==> config.mk <==
export PLATFORM = sky130hd
export DESIGN_NAME = sof_length_xor_frame_parser
export DESIGN_NICKNAME = d
export VERILOG_FILES = /design/src/sv/sfp_pkg.sv /design/src/sv/sof_length_xor_frame_parser.sv /design/src/sv/sfp_parser_core.sv /design/src/sv/sfp_out_reg.sv
export SDC_FILE = /design/constraint.sdc
export NUM_CORES = 1
export LEC_CHECK = 0
export ABC_AREA = 1
export BUFFER_PORTS_ARGS = -buffer_cell sky130_fd_sc_hd__buf_2
export CORE_AREA = 2 2 101 103
export DETAILED_ROUTE_END_ITERATION = 8
export DIE_AREA = 0 0 103 105
export GPL_ROUTABILITY_DRIVEN = 0
export PLACE_DENSITY = 0.69
export REMOVE_ABC_BUFFERS = 1
export SLEW_MARGIN = 5
export SYNTH_ARGS = -nofsm -noshare
export SYNTH_HDL_FRONTEND = slang
export SYNTH_SLANG_ARGS = --single-unit
==> constraint.sdc <==
create_clock -name clk -period 2.3 [get_ports clk]
set_input_delay 0.115 -clock clk [delete_from_list [all_inputs] [get_ports clk]]
set_output_delay 0.115 -clock clk [all_outputs]
set_load 0.05 [all_outputs]
==> src/sv/sfp_pkg.sv <==
`default_nettype none
// ----------------------------------------------------------------------------
// sfp_pkg
// Shared types and constants for the start-of-frame / length / XOR frame
// parser: event codes, the start byte and the result record.
// ----------------------------------------------------------------------------
package sfp_pkg;

  localparam int unsigned MAX_PAYLOAD_DEFAULT = 128;

  localparam logic [7:0] SOF_BYTE = 8'hFE;

  typedef enum logic [2:0] {
    EV_NONE = 3'd0,
    EV_BYTE = 3'd1,
    EV_GOOD = 3'd2,
    EV_BAD  = 3'd3,
    EV_LONG = 3'd4
  } event_t;

  typedef struct packed {
    event_t      event_res;
    logic [15:0] function_code;
    logic [15:0] payload_length;
    logic [7:0]  payload_byte;
    logic [6:0]  payload_index;
  } result_t;

endpackage : sfp_pkg
`default_nettype wire

==> src/sv/sof_length_xor_frame_parser.sv <==
`default_nettype none
// ----------------------------------------------------------------------------
// sof_length_xor_frame_parser
// Frame parser for a byte stream: start byte 0xFE, 16-bit function code,
// 16-bit payload length, payload bytes and an XOR checksum byte.
// ----------------------------------------------------------------------------
// The rx channel takes one received byte per transfer. The res channel gives
// exactly one result per byte: an event code, the current function code and
// payload length, and for payload bytes the byte and its position.
// A taken byte's result is registered and shown on res from the next cycle
// on. Throughput is one byte per cycle while the receiver does not stall,
// set by the combinational parse logic in front of the result register.
// A new byte is taken while the held result is being transferred, so a
// receiver that takes every result sees no gaps. When the receiver stalls,
// rx_ready drops until the held result is transferred; nothing is lost.
// Reset returns the parser to hunting for the start byte, clears the
// function code, length, byte count and checksum, and empties the result
// register.
// ----------------------------------------------------------------------------
module sof_length_xor_frame_parser
  import sfp_pkg::*;
#(
  parameter int unsigned MAX_PAYLOAD = MAX_PAYLOAD_DEFAULT
) (
  input  wire logic        clk,
  input  wire logic        rst,
  input  wire logic        rx_valid,
  output logic             rx_ready,
  input  wire logic [7:0]  rx_byte,
  output logic             res_valid,
  input  wire logic        res_ready,
  output logic [2:0]       event_res,
  output logic [15:0]      function_code,
  output logic [15:0]      payload_length,
  output logic [7:0]       payload_byte,
  output logic [6:0]       payload_index
);

  logic    take;
  result_t core_result;
  result_t held;

  assign take = rx_valid && rx_ready;

  sfp_parser_core #(
    .MAX_PAYLOAD(MAX_PAYLOAD)
  ) u_core (
    .clk    (clk),
    .rst    (rst),
    .take   (take),
    .rx_byte(rx_byte),
    .result (core_result)
  );

  sfp_out_reg u_out (
    .clk       (clk),
    .rst       (rst),
    .load      (take),
    .load_data (core_result),
    .space     (rx_ready),
    .hold_valid(res_valid),
    .hold_ready(res_ready),
    .hold_data (held)
  );

  assign event_res      = held.event_res;
  assign function_code  = held.function_code;
  assign payload_length = held.payload_length;
  assign payload_byte   = held.payload_byte;
  assign payload_index  = held.payload_index;

`ifndef NO_ASSERTIONS
  a_reset_empties: assert property (@(posedge clk) rst |=> !res_valid)
    else $error("result register not empty after reset");

  a_stall_blocks_rx: assert property (@(posedge clk) disable iff (rst)
    res_valid && !res_ready |-> !rx_ready)
    else $error("byte taken while a result is stalled");

  a_take_gives_result: assert property (@(posedge clk) disable iff (rst)
    rx_valid && rx_ready |=> res_valid)
    else $error("transfer on rx gave no result");

  a_payload_fields_clear: assert property (@(posedge clk) disable iff (rst)
    res_valid && event_res != EV_BYTE |-> payload_byte == 8'd0 && payload_index == 7'd0)
    else $error("payload fields set on a non-payload event");
`endif

endmodule : sof_length_xor_frame_parser
`default_nettype wire

==> src/sv/sfp_parser_core.sv <==
`default_nettype none
// ----------------------------------------------------------------------------
// sfp_parser_core
// Parse state machine, header registers, payload count and running XOR.
// The result of a byte is formed combinationally from the current state.
// ----------------------------------------------------------------------------
module sfp_parser_core
  import sfp_pkg::*;
#(
  parameter int unsigned MAX_PAYLOAD = MAX_PAYLOAD_DEFAULT
) (
  input  wire logic       clk,
  input  wire logic       rst,
  input  wire logic       take,
  input  wire logic [7:0] rx_byte,
  output result_t         result
);

  localparam int unsigned CNT_W = $clog2(MAX_PAYLOAD + 1);

  typedef enum logic [6:0] {
    PH_WAIT    = 7'b0000001,
    PH_FUNC_HI = 7'b0000010,
    PH_FUNC_LO = 7'b0000100,
    PH_LEN_HI  = 7'b0001000,
    PH_LEN_LO  = 7'b0010000,
    PH_PAYLOAD = 7'b0100000,
    PH_CHECK   = 7'b1000000
  } phase_t;

  phase_t           phase;
  phase_t           phase_next;
  logic [15:0]      function_reg;
  logic [15:0]      function_reg_next;
  logic [15:0]      length_reg;
  logic [15:0]      length_reg_next;
  logic [CNT_W-1:0] byte_count;
  logic [CNT_W-1:0] byte_count_next;
  logic [7:0]       running_xor;
  logic [7:0]       running_xor_next;

  logic [CNT_W-1:0] count_inc;
  logic [15:0]      count_wide;
  event_t           ev;
  logic [7:0]       pbyte;
  logic [6:0]       pidx;

  assign count_inc  = byte_count + CNT_W'(1);
  assign count_wide = 16'(byte_count);

  always_comb begin
    phase_next        = phase;
    function_reg_next = function_reg;
    length_reg_next   = length_reg;
    byte_count_next   = byte_count;
    running_xor_next  = running_xor;
    ev                = EV_NONE;
    pbyte             = 8'd0;
    pidx              = 7'd0;
    case (phase)
      PH_WAIT: begin
        if (rx_byte == SOF_BYTE) begin
          running_xor_next = SOF_BYTE;
          byte_count_next  = '0;
          phase_next       = PH_FUNC_HI;
        end
      end
      PH_FUNC_HI: begin
        function_reg_next = {rx_byte, 8'd0};
        running_xor_next  = running_xor ^ rx_byte;
        phase_next        = PH_FUNC_LO;
      end
      PH_FUNC_LO: begin
        function_reg_next = {function_reg[15:8], rx_byte};
        running_xor_next  = running_xor ^ rx_byte;
        phase_next        = PH_LEN_HI;
      end
      PH_LEN_HI: begin
        length_reg_next  = {rx_byte, 8'd0};
        running_xor_next = running_xor ^ rx_byte;
        phase_next       = PH_LEN_LO;
      end
      PH_LEN_LO: begin
        length_reg_next  = {length_reg[15:8], rx_byte};
        running_xor_next = running_xor ^ rx_byte;
        byte_count_next  = '0;
        if ({length_reg[15:8], rx_byte} == 16'd0) begin
          phase_next = PH_CHECK;
        end else begin
          phase_next = PH_PAYLOAD;
        end
      end
      PH_PAYLOAD: begin
        if (byte_count < CNT_W'(MAX_PAYLOAD)) begin
          ev               = EV_BYTE;
          pbyte            = rx_byte;
          pidx             = count_wide[6:0];
          running_xor_next = running_xor ^ rx_byte;
          byte_count_next  = count_inc;
          if (16'(count_inc) >= length_reg) begin
            phase_next = PH_CHECK;
          end
        end else begin
          ev         = EV_LONG;
          phase_next = PH_WAIT;
        end
      end
      PH_CHECK: begin
        ev         = (running_xor == rx_byte) ? EV_GOOD : EV_BAD;
        phase_next = PH_WAIT;
      end
      default: begin
        phase_next = PH_WAIT;
      end
    endcase
  end

  always_ff @(posedge clk) begin
    if (rst) begin
      phase        <= PH_WAIT;
      function_reg <= 16'd0;
      length_reg   <= 16'd0;
      byte_count   <= '0;
      running_xor  <= 8'd0;
    end else if (take) begin
      phase        <= phase_next;
      function_reg <= function_reg_next;
      length_reg   <= length_reg_next;
      byte_count   <= byte_count_next;
      running_xor  <= running_xor_next;
    end
  end

  assign result.event_res      = ev;
  assign result.function_code  = function_reg_next;
  assign result.payload_length = length_reg_next;
  assign result.payload_byte   = pbyte;
  assign result.payload_index  = pidx;

endmodule : sfp_parser_core
`default_nettype wire

==> src/sv/sfp_out_reg.sv <==
`default_nettype none
// ----------------------------------------------------------------------------
// sfp_out_reg
// Result register between the parser and the receiving side. It can take a
// new result in the same cycle that the held one is transferred.
// ----------------------------------------------------------------------------
module sfp_out_reg
  import sfp_pkg::*;
(
  input  wire logic    clk,
  input  wire logic    rst,
  input  wire logic    load,
  input  wire result_t load_data,
  output logic         space,
  output logic         hold_valid,
  input  wire logic    hold_ready,
  output result_t      hold_data
);

  logic hold_valid_next;

  assign space = !hold_valid || hold_ready;

  always_comb begin
    hold_valid_next = hold_valid;
    if (load) begin
      hold_valid_next = 1'b1;
    end else if (hold_ready) begin
      hold_valid_next = 1'b0;
    end
  end

  always_ff @(posedge clk) begin
    if (rst) begin
      hold_valid <= 1'b0;
    end else begin
      hold_valid <= hold_valid_next;
    end
  end

  always_ff @(posedge clk) begin
    if (load) begin
      hold_data <= load_data;
    end
  end

endmodule : sfp_out_reg
`default_nettype wire

Word level (Yosys, flattened, before mapping)
Index checks and enable logic that the tools add are counted.

Output and inout port bits: 52. Logic and storage cells: 57. Register bits after elaboration: 106. Input port bits: 12.

$lt $le $gt $ge: 2. Equal/unequal tests: 12. Reductions and logical operators: 12. $add $sub $neg: 1. Bitwise gates (word level): 1. Mux-type cells: 18.

Operators with widths (count): 16-bit case mux with 2 select lines (2); 8-bit case mux with 3 select lines (2); 7-bit case mux with 6 select lines (1); 8-bit 2-to-1 mux (4); 7-bit 2-to-1 mux (4); 8-bit by 16-bit greater-or-equal comparator with 1-bit output (1); 16-bit logical NOT (1); 8-bit by 1-bit adder with 8-bit output (second input constant) (1); 8-bit == test (1); 8-bit == test (second input constant) (1); 8-bit < comparator (second input constant) (1); 4-bit AND reduction (2); 8-bit XOR (1); 7-bit by 1-bit == test with 1-bit output (second input constant) (1); 7-bit by 2-bit == test with 1-bit output (second input constant) (1); 7-bit by 3-bit == test with 1-bit output (second input constant) (1); 7-bit by 4-bit == test with 1-bit output (second input constant) (1); 7-bit by 5-bit == test with 1-bit output (second input constant) (1); 7-bit by 6-bit == test with 1-bit output (second input constant) (1); 7-bit == test (second input constant) (1); 3-bit case mux with 2 select lines (1); 3-bit nonzero test (2); 2-bit by 1-bit != test with 1-bit output (second input constant) (2); 4-bit OR reduction (1); other kinds (9) (11).

Longest topological paths before layout
Gate-level depths: netlist of run 1.

Word-level depth: 5. Mapped depth: 16. Mapped depth without buffers: 16.

Modules after synthesis
From an unflattened synthesis of run 1, not the netlist that was laid out.

Cells, all modules: 563. Area total of the unflattened synthesis: 4887.2 µm².

By module, submodules not included: sfp_parser_core (area an instance 3335.7 µm², instances 1, cells each 506); sfp_out_reg (area an instance 1544.0 µm², instances 1, cells each 55); sof_length_xor_frame_parser (area an instance 7.5 µm², instances 1, cells each 2).

Worst setup path after synthesis of run 1
OpenSTA, ideal clock, no wires.

Path type: register to register. From: register u_out.hold_valid. To: register u_core.phase[0]. Setup time: 0.129 ns. Cell stages (with the launch flop): 10. Clock period less this slack: 2.566 ns. Path slack: -0.266 ns. Path buffers: 1. Data arrival time: 2.436 ns. Cells stage by stage: dfxtp_1 nand2_1 nand2_1 inv_1 buf_2 nand2_1 inv_2 nand2_2 nand2_1 nand3_1.

Cells in the longest elaborated chain, start to end: 4.

Ends and longest elaborated chain: start, declared (line sfp_out_reg.sv:15) `output logic hold_valid,`; start signal, assigned (line sfp_out_reg.sv:37) `hold_valid <= hold_valid_next;`; 1-bit logical NOT (line sfp_out_reg.sv:22) `assign space = !hold_valid || hold_ready;`; 1-bit logical OR (line sfp_out_reg.sv:22); net rx_ready (line sof_length_xor_frame_parser.sv:28) `output logic rx_ready,`; 1-bit logical AND (line sof_length_xor_frame_parser.sv:43) `assign take = rx_valid && rx_ready;`; net take (line sof_length_xor_frame_parser.sv:39) `logic take;`; 3-bit AND reduction (no line); end signal, assigned (line sfp_parser_core.sv:126) `phase <= phase_next;`; end, declared (line sfp_parser_core.sv:31) `phase_t phase;`.

The timed path passes the listed nets, and every way through them passes these cells. A chain may end at the register's enable or synchronous reset.

Worst setup path after layout of run 1
From: register u_core.byte_count[1]. To: register u_core.phase[5].

Cells in the longest elaborated chain, start to end: 4. Elaborated cells on any way between the ends: 7. Classes of those cells: add/sub (1); order compare (2); eq/ne (1); mux (2); reduce/logical (1).

Ends and longest elaborated chain: start, declared (line sfp_parser_core.sv:37) `logic [CNT_W-1:0] byte_count;`; start signal, assigned (line sfp_parser_core.sv:129) `byte_count <= byte_count_next;`; 8-bit by 1-bit adder with 8-bit output (line sfp_parser_core.sv:48) `assign count_inc = byte_count + CNT_W'(1);`; 8-bit by 16-bit greater-or-equal comparator with 1-bit output (line sfp_parser_core.sv:100) `if (16'(count_inc) >= length_reg) begin`; 3-bit != test (no line); 3-bit AND reduction (no line).

Parallel ways exist; a longest one is shown, timed or not.

==> results by group, run 1 <==
Run status
  • Status: finished clean

Worst hold path
  • Hold Crit Start: res_ready
  • Hold Crit Class: in -> reg

Global route
  • First-pass GRT wire length: 16.6 mm
  • Number of global-route vias before repair: between 3000 and 4000
  • Pin count of the biggest net entering global routing: 58
  • Total grt overflow: 0
  • Gr usage total: 19.5%
  • Initial antenna violation count: 0

Timing
  • Max Fclk: 464 MHz
  • Period utilisation layout: 93.7%
  • Relative slew slack: ~67%
  • Slew Viols, Final: 0
  • Worst Max-Slew Pin Slew: 502 ps
  • Final Hold Fails: 0
  • Worst Clk Skew: 12.7 ps
  • Count of final setup violators: 0
  • Final Critical Period: 2160 ps

Routing
  • Antenna violation net count after detailed routing: 0
  • Vias per std cell: 5.08
  • Post-Route WL: 10.5 mm
  • Total number of vias: between 3000 and 4000
  • DRC viols: 0
  • Router iterations before antenna repair: 5
  • DR WL/cell: 13.7 µm
  • Initial DRC count: between 200 and 300

Setup path
  • CP required: 2600 ps
  • Slowest-stage cell, CP: dfxtp_4
  • Slowest stage delay, CP: 390 ps
  • Buf+Inv Stages, Crit Path: 0
  • Top delay family on crit path: simple AND/OR/NAND/NOR gates
  • Critical R2R Launch: u_core.byte_count[1]$_SDFFE_PP0P_
  • Crit-path max FO: 5
  • Crit start category: register
  • Crit-path cells: ha_4, nand3_4, nor3_4, xor2_1, ha_1, nand2_2, o21a_1, nand2_1, nand2_2, nand2_4, nand2_4, nand2_2, nand2_1, nor2_1
  • Crit path launch: u_core.byte_count[1]$_SDFFE_PP0P_
  • Worst path most repeated cell: nand2_2
  • Crit path kind: reg -> reg
  • Worst path arrival time: 2460 ps
  • Crit path capture type: register

Clocking
  • CTS Buf Count: 9
  • Post-CTS Hold Fix Bufs: 0
  • TritonCTS clock tree: done
  • CTS Sinks: roughly 110
  • Latest clock arrival within the worst-skew pair: 380 ps
  • Clock transition at path regs: 100 ps
  • Root buf cell: clkbuf_8
  • H-tree depth: 3
  • CTS Buffer Depth: 2

Floorplan
  • Die Y-Extent: approximately 110 µm
  • Die area: roughly 11000 µm²
  • Initial Util: approximately 49%
  • Row Count: 36
  • I/O pin cnt: 64
  • Die X: 103 µm
  • Core area: 9640 µm²

Cells and area
  • Design area: 5590 µm²
  • Largest register FFs: 50
  • Fin nets: 647
  • Most frequent cells in the layout: inv_1, nor2_1, nand2_1
  • Share of layout cells above drive strength 1: 20.9%
  • Antenna Diode Count: 0
  • Filler instances: between 800 and 900
  • Final core occ: 58.0%
  • Layout area overhead: 17.5%
  • Commonest non-fill, non-tap cell in the layout: inv_1

Logic synthesis
  • Unique cell type count in the Yosys netlist: 29
  • Synth Flop Type: dfxtp_1
  • Fraction of registers with async set/reset: 0%
  • Yosys reg bits: 106
  • Avg Synthesized Cell Area: 8.55 µm²
  • Cell taking the most area after synthesis: edfxtp_1
  • EDFF count, synth: 50
  • Area share of the largest cell type after synthesis: about a third
  • Sequential area share after synthesis: 55.1%
  • Synth top area cells: edfxtp_1, dfxtp_1, inv_1
  • Synth Instances: 557
  • Post-Syn Area: ~4800 µm²
  • Ys Warns: 0

Power and ir drop
  • Tot Pwr: 0.00528 W
  • LEAKAGE: 2.64 nW
  • Pwr Density: 944 nW/µm²
  • Peak VDD IR: 0.438 mV

Placement
  • DP Wirelength: a little under 7 mm
  • Placement Cell Area: 5220 µm²
  • Buffers on Ports: 63

Job
  • Max-cap violations: 0
worst register-to-register path, cell delays in order, from the launching register on:
cell	delay (ps)
dfxtp_4	390
ha_4	160
nand3_4	100
nor3_4	190
xor2_1	100
ha_1	300
nand2_2	60
o21a_1	180
nand2_1	80
nand2_2	80
nand2_4	120
nand2_4	70
nand2_2	70
nand2_1	50
nor2_1	140
stage by stage:
step	TNS (ps)	setup slack, ps	cells	hold WS (ps)
2_1_floorplan	-113650	-1760	539	184
3_3_place_gp	0	127	741	414
3_5_place_dp	-4.68	-4.68	741	431
4_1_cts	0	7.18	757	34.6
5_1_grt	-3.76	-3.66	764	57.4
6_report	0	144	764	37.9
where the power goes:
group          internal (W)  switching (W)
clock network      0.000623       0.000658
registers           0.00225       0.000135
logic              0.000443        0.00118
total               0.00331        0.00197
synth_stat cells, types with 2 or more instances:
cell type and instances:
xor2_1 12, buf_2 4, inv_2 7, edfxtp_1 50
dfxtp_1 56, o22ai_1 16, a21oi_1 40, nand3_1 20
nor3_1 2, inv_1 101, nor2_1 68, ha_1 9
clkbuf_1 13, nor2_4 2, o21ai_0 56, xnor2_1 2
nor2_2 4, nand2_1 69, nand2_2 7, nand4_1 8
o21ai_1 3
cells by family after synthesis:
group,synth area share (%)
adders and majority gates,2.37
and+or+nand+nor,17.0
buffers and inverters,10.3
xor gates and xnor gates,2.58
DFF,55.1
AOI/OAI and AO/OA,12.7
per-layer routing:
layer  vias up  global-route usage, %  wire length [µm]
met1      1794                   26.2              4520
met4         0                   7.33               232
met5         -                      0                 0
met2       125                   30.8              5140
met3        25                   3.95               576
li1       1937                      -                 -
final cells by class:
type                    count  area [µm²]  share of cell area [%]
multi-input cells         325        1730                    30.9
repair buffers             75         418                    7.47
well taps                 133         166                    2.98
flip-flops and latches    106        2640                    47.3
inverters                 109         412                    7.36
clock inverters             7         101                    1.81
clock buffers               9         124                    2.21
repair_timing:
item                                    in CTS  in global routing
cloned                                       0                  1
hold endpoints to repair                     0                  0
endpoints found under the setup margin       3                  7
pin swaps                                    0                  7
resized for setup                            1                 25
buffers inserted                             0                  6
final timing paths:
| kind | slack (ps) | depth (start not counted) | to |
|---|---|---|---|
| worst min-delay path | 40 | 4 | u_out.hold_valid$_SDFFE_PP0P_ |
| worst max register to register | 140 | 14 | u_core.phase[5]$_SDFFE_PP0P_ |
| worst max-delay path | 140 | 14 | u_core.phase[5]$_SDFFE_PP0P_ |
| worst min register to register | 500 | 2 | u_core.byte_count[6]$_SDFFE_PP0P_ |
Note: power is estimated with default switching activity, not from simulation.
==> run 2, diff against run 1 <==
==> constraint.sdc (replaced) <==
create_clock -name clk -period 2.2 [get_ports clk]
set_input_delay 0.11 -clock clk [delete_from_list [all_inputs] [get_ports clk]]
set_output_delay 0.11 -clock clk [all_outputs]
set_load 0.05 [all_outputs]
==> run 2 against run 1 <==
Compared with the run above:
- worst hold slack got worse by 17 ps
- via count fell by 0.44%
- first-iteration DRC count rose by 5.2%
- utilization fell by 0.51 points
- wire length fell by 1.8%
- final area fell by 0.87%
- non-clock buffer count fell by 1
- die area did not move
- largest cell class unchanged
==> results by group, run 2 (synthesis gave the netlist of run 1 again) <==
Power and ir drop
  • Tot Pwr: approximately 0.0054 W
  • Sequential Power Share: 46.3%
  • P_int: 0.00334 W
  • Psw: 0.00203 W
  • Switching share of total power: between 30% and 40%
  • Pwr Density: 968 nW/µm²
  • LEAKAGE: 2.62 nW
  • Peak VDD IR: 0.560 mV
  • Combinational share of power: 31.5%
  • Clk pwr share: 22.1%

Floorplan
  • Core area: 9640 µm²
  • I/O pin cnt: 64
  • Die X: between 100 and 150 µm
  • Initial Util: 49.4%
  • Die area: roughly 11000 µm²
  • Row Count: 36
  • Die Y-Extent: roughly 110 µm

Cells and area
  • Layout area overhead: 16.5%
  • Fin nets: 646
  • Filler instances: between 800 and 900
  • Commonest non-fill, non-tap cell in the layout: inv_1
  • Design area: ~5500 µm²
  • Largest register FFs: 50
  • Share of layout cells above drive strength 1: 20.6%
  • Most frequent cells in the layout: inv_1, nor2_1, nand2_1
  • Final core occ: 57.5%
  • Antenna Diode Count: 0

Routing
  • DR WL met3: around 460 µm
  • Post-Route WL: 10.3 mm
  • Vias per std cell: around 5.1
  • Router iterations before antenna repair: 5
  • Initial DRC count: 264
  • DR WL/cell: 13.5 µm
  • Antenna violation net count after detailed routing: 0
  • Highest routed metal layer: met4
  • Total number of vias: 3864
  • Met1 WL: approximately 4.7 mm
  • DRC viols: 0
  • DR WL met2: 4.92 mm

Placement
  • DP Wirelength: 6.95 mm
  • Buffers on Ports: 63
  • Placement Cell Area: approximately 5200 µm²

Global route
  • Number of global-route vias before repair: ~3600
  • Initial antenna violation count: 0
  • First-pass GRT wire length: 16.7 mm
  • Pin count of the biggest net entering global routing: 58
  • Gr usage total: 19.8%
  • Total grt overflow: 0

Timing
  • Max Fclk: 480 MHz
  • Count of final setup violators: 0
  • Setup_tns: 0 ps
  • Slew Viols, Final: 0
  • Worst Max-Slew Pin Slew: approximately 520 ps
  • Period utilisation layout: 94.7%
  • Relative slew slack: roughly two thirds
  • Final Critical Period: 2080 ps
  • Final Hold Fails: 0
  • Worst Clk Skew: about 8.5 ps
  • RSZ-0062 raised after global routing: true

Clocking
  • CTS Buffer Depth: 2
  • Clock transition at path regs: 100 ps
  • Root buf cell: clkbuf_8
  • CTS Sinks: about 110
  • CTS Buf Count: 9
  • TritonCTS clock tree: done
  • Latest clock arrival within the worst-skew pair: 370 ps
  • H-tree depth: 3

Setup path
  • CP required: ~2500 ps
  • Crit path kind: reg -> reg
  • Crit start category: register
  • Worst path arrival time: 2360 ps
  • Crit path capture type: register
  • Crit-path max FO: 5

Job
  • Max-cap violations: 0

Worst hold path
  • Hold Crit Class: in -> reg

Run status
  • Status: finished clean
run 2: path summary, 6_finish.rpt:
path | start | to | slack, ps | depth (start not counted)
worst max-delay path | u_core.byte_count[1]$_SDFFE_PP0P_ | u_core.phase[2]$_SDFFE_PP0P_ | 120 | 13
worst min-delay path | res_ready | u_out.hold_valid$_SDFFE_PP0P_ | 20 | 4
worst max register to register | u_core.byte_count[1]$_SDFFE_PP0P_ | u_core.phase[2]$_SDFFE_PP0P_ | 120 | 13
worst min register to register | u_core.byte_count[5]$_SDFFE_PP0P_ | u_core.byte_count[5]$_SDFFE_PP0P_ | 500 | 2
run 2: layout make-up:
type                       count  area, µm²  share of cell area, %
timing repair buffer          74        410                   7.40
sequential                   106       2640                   47.7
clock buffer                   9        124                   2.23
tap                          133        166                   3.00
clock inverter                 7       67.6                   1.22
multi-input combinational    325       1720                   31.1
inverter                     109        412                   7.42
run 2: per-layer routing:
layer,global-route usage [%],up-vias
met5,0,-
met4,8.27,0
met1,26.1,1800
met3,3.28,23
li1,-,1936
met2,31.9,105
run 2: worst max-delay path: stages (launching register included):
cell and delay (ps):
dfxtp_4 380, ha_4 150, nand3_4 80, nor3_4 220
xor2_2 110, ha_1 290, nand2_1 60, o21a_1 160
nand2_1 70, nand2_2 80, nand2_2 160, nand3_1 90
nand2_1 80, nor2_1 50
run 2: timing repair:
action                     in CTS  in global routing
setup buffers                   0                  3
gates resized for setup         3                 23
pin swaps                       1                 11
setup endpoints to repair       7                  7
cloned                          0                  1
hold buffers                    0                  0
run 2: power by group through the flow:
stage	combinational [W]	sequential, W	clock, W
after CTS	0.00166	0.00249	0.00121
final	0.00169	0.00249	0.00119
after detailed placement	0.00165	0.00253	0
after global placement	0.00161	0.00252	0
after floorplan	0.000985	0.00281	0
after global routing	0.00188	0.00251	0.00129
run 2: per-stage QoR:
stage	cells	hold WS [ps]	setup slack (ps)
after floorplan	539	179	-1860
after global placement	743	408	52.6
after detailed placement	743	418	-72.3
after CTS	759	17.7	4.47
after global routing	763	49.8	-39.2
final	763	20.9	117
==> run 3, diff against run 2 <==
--- a/config.mk
+++ b/config.mk
@@ -7,13 +7,14 @@
 export LEC_CHECK = 0
 export ABC_AREA = 1
 export BUFFER_PORTS_ARGS = -buffer_cell sky130_fd_sc_hd__buf_2
-export CORE_AREA = 2 2 101 103
+export CORE_AREA = 2 2 102 104
 export DETAILED_ROUTE_END_ITERATION = 8
-export DIE_AREA = 0 0 103 105
+export DIE_AREA = 0 0 104 106
 export GPL_ROUTABILITY_DRIVEN = 0
 export PLACE_DENSITY = 0.69
 export REMOVE_ABC_BUFFERS = 1
 export SLEW_MARGIN = 5
 export SYNTH_ARGS = -nofsm -noshare
 export SYNTH_HDL_FRONTEND = slang
+export SYNTH_HIERARCHICAL = 1
 export SYNTH_SLANG_ARGS = --single-unit
==> run 3 against run 2 <==
Compared with the run above:
- the run now ends with setup timing left
- synthesized cell count is 1.1% higher
- clock skew is 1.6 ps lower
- combinational power is 8% higher
- global-route usage is 0.50 points higher
- critical endpoint is now u_core/phase[5]$_SDFFE_PP0P_
==> results by group, run 3 <==
Run status
  • Status: complete, but fails checks
  • Failing checks: setup timing

Placement
  • Placed Cells: between 700 and 800
  • DP Wirelength: 7.47 mm
  • Buffers on Ports: 63
  • Placement Cell Area: 5340 µm²

Routing
  • Router iterations before antenna repair: 5
  • DRC viols: 0
  • Post-Route WL: 11.1 mm
  • Total number of vias: 4006
  • Vias per std cell: 5.18
  • Initial DRC count: about 230
  • Antenna violation net count after detailed routing: 0
  • DR WL/cell: 14.3 µm

Worst hold path
  • Hold Crit Start: rst
  • Hold Crit Class: in -> reg
  • Hold Crit Depth: 2
  • Hold EP: u_out/hold_valid$_SDFFE_PP0P_

Cells and area
  • Most frequent cells in the layout: inv_1, nand2_1, buf_2
  • Layout area overhead: 16.7%
  • Share of layout cells above drive strength 1: about a quarter
  • Largest register FFs: 50
  • Design area: ~5700 µm²
  • Fin nets: 654
  • Fin cells: 774
  • Commonest non-fill, non-tap cell in the layout: inv_1
  • Antenna Diode Count: 0

Logic synthesis
  • Yosys reg bits: 106
  • Synth Flop Type: dfxtp_1
  • Ys Warns: 6
  • Top cells by count, synth: inv_1, nand2_1, a21oi_1
  • Post-Syn Area: 4890 µm²
  • Unique cell type count in the Yosys netlist: 31
  • Cell taking the most area after synthesis: edfxtp_1
  • Sequential area share after synthesis: between 50% and 60%
  • Synth top area cells: edfxtp_1, dfxtp_1, inv_1
  • Synth Instances: roughly 560
  • Most common cell in the netlist: inv_1
  • Area share of the largest cell type after synthesis: about 30%
  • Avg Synthesized Cell Area: 8.68 µm²
  • Fraction of registers with async set/reset: 0%
  • EDFF count, synth: 50

Clocking
  • H-tree depth: 3
  • Root buf cell: clkbuf_8
  • Latest clock arrival within the worst-skew pair: 370 ps
  • Clock transition at path regs: 100 ps
  • CTS Buf Count: 9
  • CTS Buffer Depth: 2
  • TritonCTS clock tree: done
  • CTS Sinks: around 110

Global route
  • Total grt overflow: 0
  • Pin count of the biggest net entering global routing: 65
  • Gr usage total: 20.3%
  • Initial antenna violation count: 0
  • First-pass GRT wire length: about 18 mm
  • Number of global-route vias before repair: ~3800

Setup path
  • CP required: around 2500 ps
  • Worst path arrival time: 2500 ps
  • Critical R2R Launch: u_core/byte_count[0]$_SDFFE_PP0P_
  • Reg2reg setup slack: -20 ps
  • End of the worst register-to-register path: u_core/phase[5]$_SDFFE_PP0P_
  • Crit start category: register
  • Buf+Inv Stages, Crit Path: 3
  • Worst r2r path cells: 15
  • Crit path kind: reg -> reg
  • Top delay family on crit path: simple AND/OR/NAND/NOR gates
  • Crit-path cells: inv_4, nor3_4, inv_1, xor2_1, inv_1, ha_4, nand4_1, nor2_2, nor2_1, nand2_1, nand2_2, nand2_4, nand3_2, nand2_1, nor2_1
  • Slowest-stage cell, CP: dfxtp_4
  • Crit path capture type: register
  • Crit-path max FO: 7
  • Crit path launch: u_core/byte_count[0]$_SDFFE_PP0P_
  • Slowest stage delay, CP: 400 ps

Timing
  • Worst Clk Skew: 6.97 ps
  • Final critical-path setup slack: -21.7 ps
  • Period utilisation layout: 101%
  • Final Hold Fails: 0
  • Worst Max-Slew Pin Slew: 992 ps
  • Max Fclk: around 450 MHz
  • Count of final setup violators: 4
  • Relative slew slack: 33.8%
  • Final Critical Period: roughly 2200 ps
  • RSZ-0062 raised after global routing: true
  • Slew Viols, Final: 0

Power and ir drop
  • Pwr Density: 967 nW/µm²
  • LEAKAGE: 2.63 nW
  • Switching share of total power: between 30 and 40%
  • P_int: 0.00338 W
  • Psw: 0.00213 W
  • Peak VDD IR: 0.425 mV
  • Sequential Power Share: 45.3%
  • Clk pwr share: 21.7%
  • Combinational share of power: between 30 and 40%

Floorplan
  • Die Y-Extent: roughly 110 µm
  • Core area: 10000 µm²
  • Die area: 11000 µm²
  • I/O pin cnt: 64
  • Row Count: 37
  • Initial Util: about half
  • Die X: 104 µm

Job
  • Max-cap violations: 0
[run 3: layout make-up]
class	count	area, µm²
Timing Repair Buffer	76	415
Fill cell	924	4300
Sequential cell	106	2630
Clock buffer	9	124
Inverter	114	433
Tap cell	136	170
Clock inverter	7	68.8
Multi-Input combinational cell	326	1860
[run 3: how the worst max path moves through the flow]
stage / endpoint / depth (start not counted)
after floorplan: u_core/length_reg[0]$_SDFFE_PP0P_ / 7
after global placement: u_core/phase[0]$_SDFFE_PP1P_ / 17
after detailed placement: u_core/phase[6]$_SDFFE_PP0P_ / 14
after CTS: u_core/phase[0]$_SDFFE_PP1P_ / 17
after global routing: u_core/phase[5]$_SDFFE_PP0P_ / 15
final: u_core/phase[5]$_SDFFE_PP0P_ / 15
[run 3: per-layer routing]
layer / routed length [µm] / global-route usage [%]
met1: 4830 / 24.7
met2: 5510 / 35.1
met3: 440 / 3.19
met4: 275 / 10.3
met5: 0 / 0
[run 3: logic make-up (layout without fill, tap and decap cells)]
family,count (synthesis),in the layout,synth area share [%]
AND/OR/NAND/NOR,174,175,17.4
buffers and inverters,132,206,10.7
AO/OA/AOI/OAI,130,130,13.8
flip-flops,106,106,53.7
XOR/XNOR,12,12,2.15
adder cells (fa/ha/maj),9,9,2.30
[run 3: stage by stage]
stage / power [W] / worst slack, ps / TNS (ps) / hold WS, ps / utilization, %
after detailed placement: 0.00430 / -102 / -581 / 401 / 53.4
after global routing: 0.00581 / -190 / -1120 / 133 / 57.0
after global placement: 0.00423 / 34.3 / 0 / 385 / 53.4
final: 0.00551 / -21.7 / -36.4 / 117 / 57.0
after CTS: 0.00549 / 4.16 / 0 / 108 / 55.8
after floorplan: 0.00390 / -915 / -49100 / 172 / -
[run 3: power groups by stage]
stage | sequential [W] | combinational [W] | clock, W
global placement | 0.00253 | 0.00170 | 0
finish | 0.00250 | 0.00182 | 0.00119
floorplan | 0.00282 | 0.00108 | 0
global route | 0.00253 | 0.00199 | 0.00129
detailed placement | 0.00254 | 0.00176 | 0
CTS | 0.00250 | 0.00178 | 0.00121
[run 3: worst reg2reg max path: cells and delay by family, from the launching register on]
family        cells  cell delay [ps]
buf+inv           3              230
fa+ha+maj         1              290
xor+xnor          1              130
simple gates     10             1110
flops             1              400
[run 3: what timing repair did]
action,CTS,global route
pin swaps,2,21
buffers inserted,1,3
gates resized for setup,8,23
cloned,1,0
hold buffers,1,0
hold endpoints to repair,1,0
setup endpoints to repair,7,7
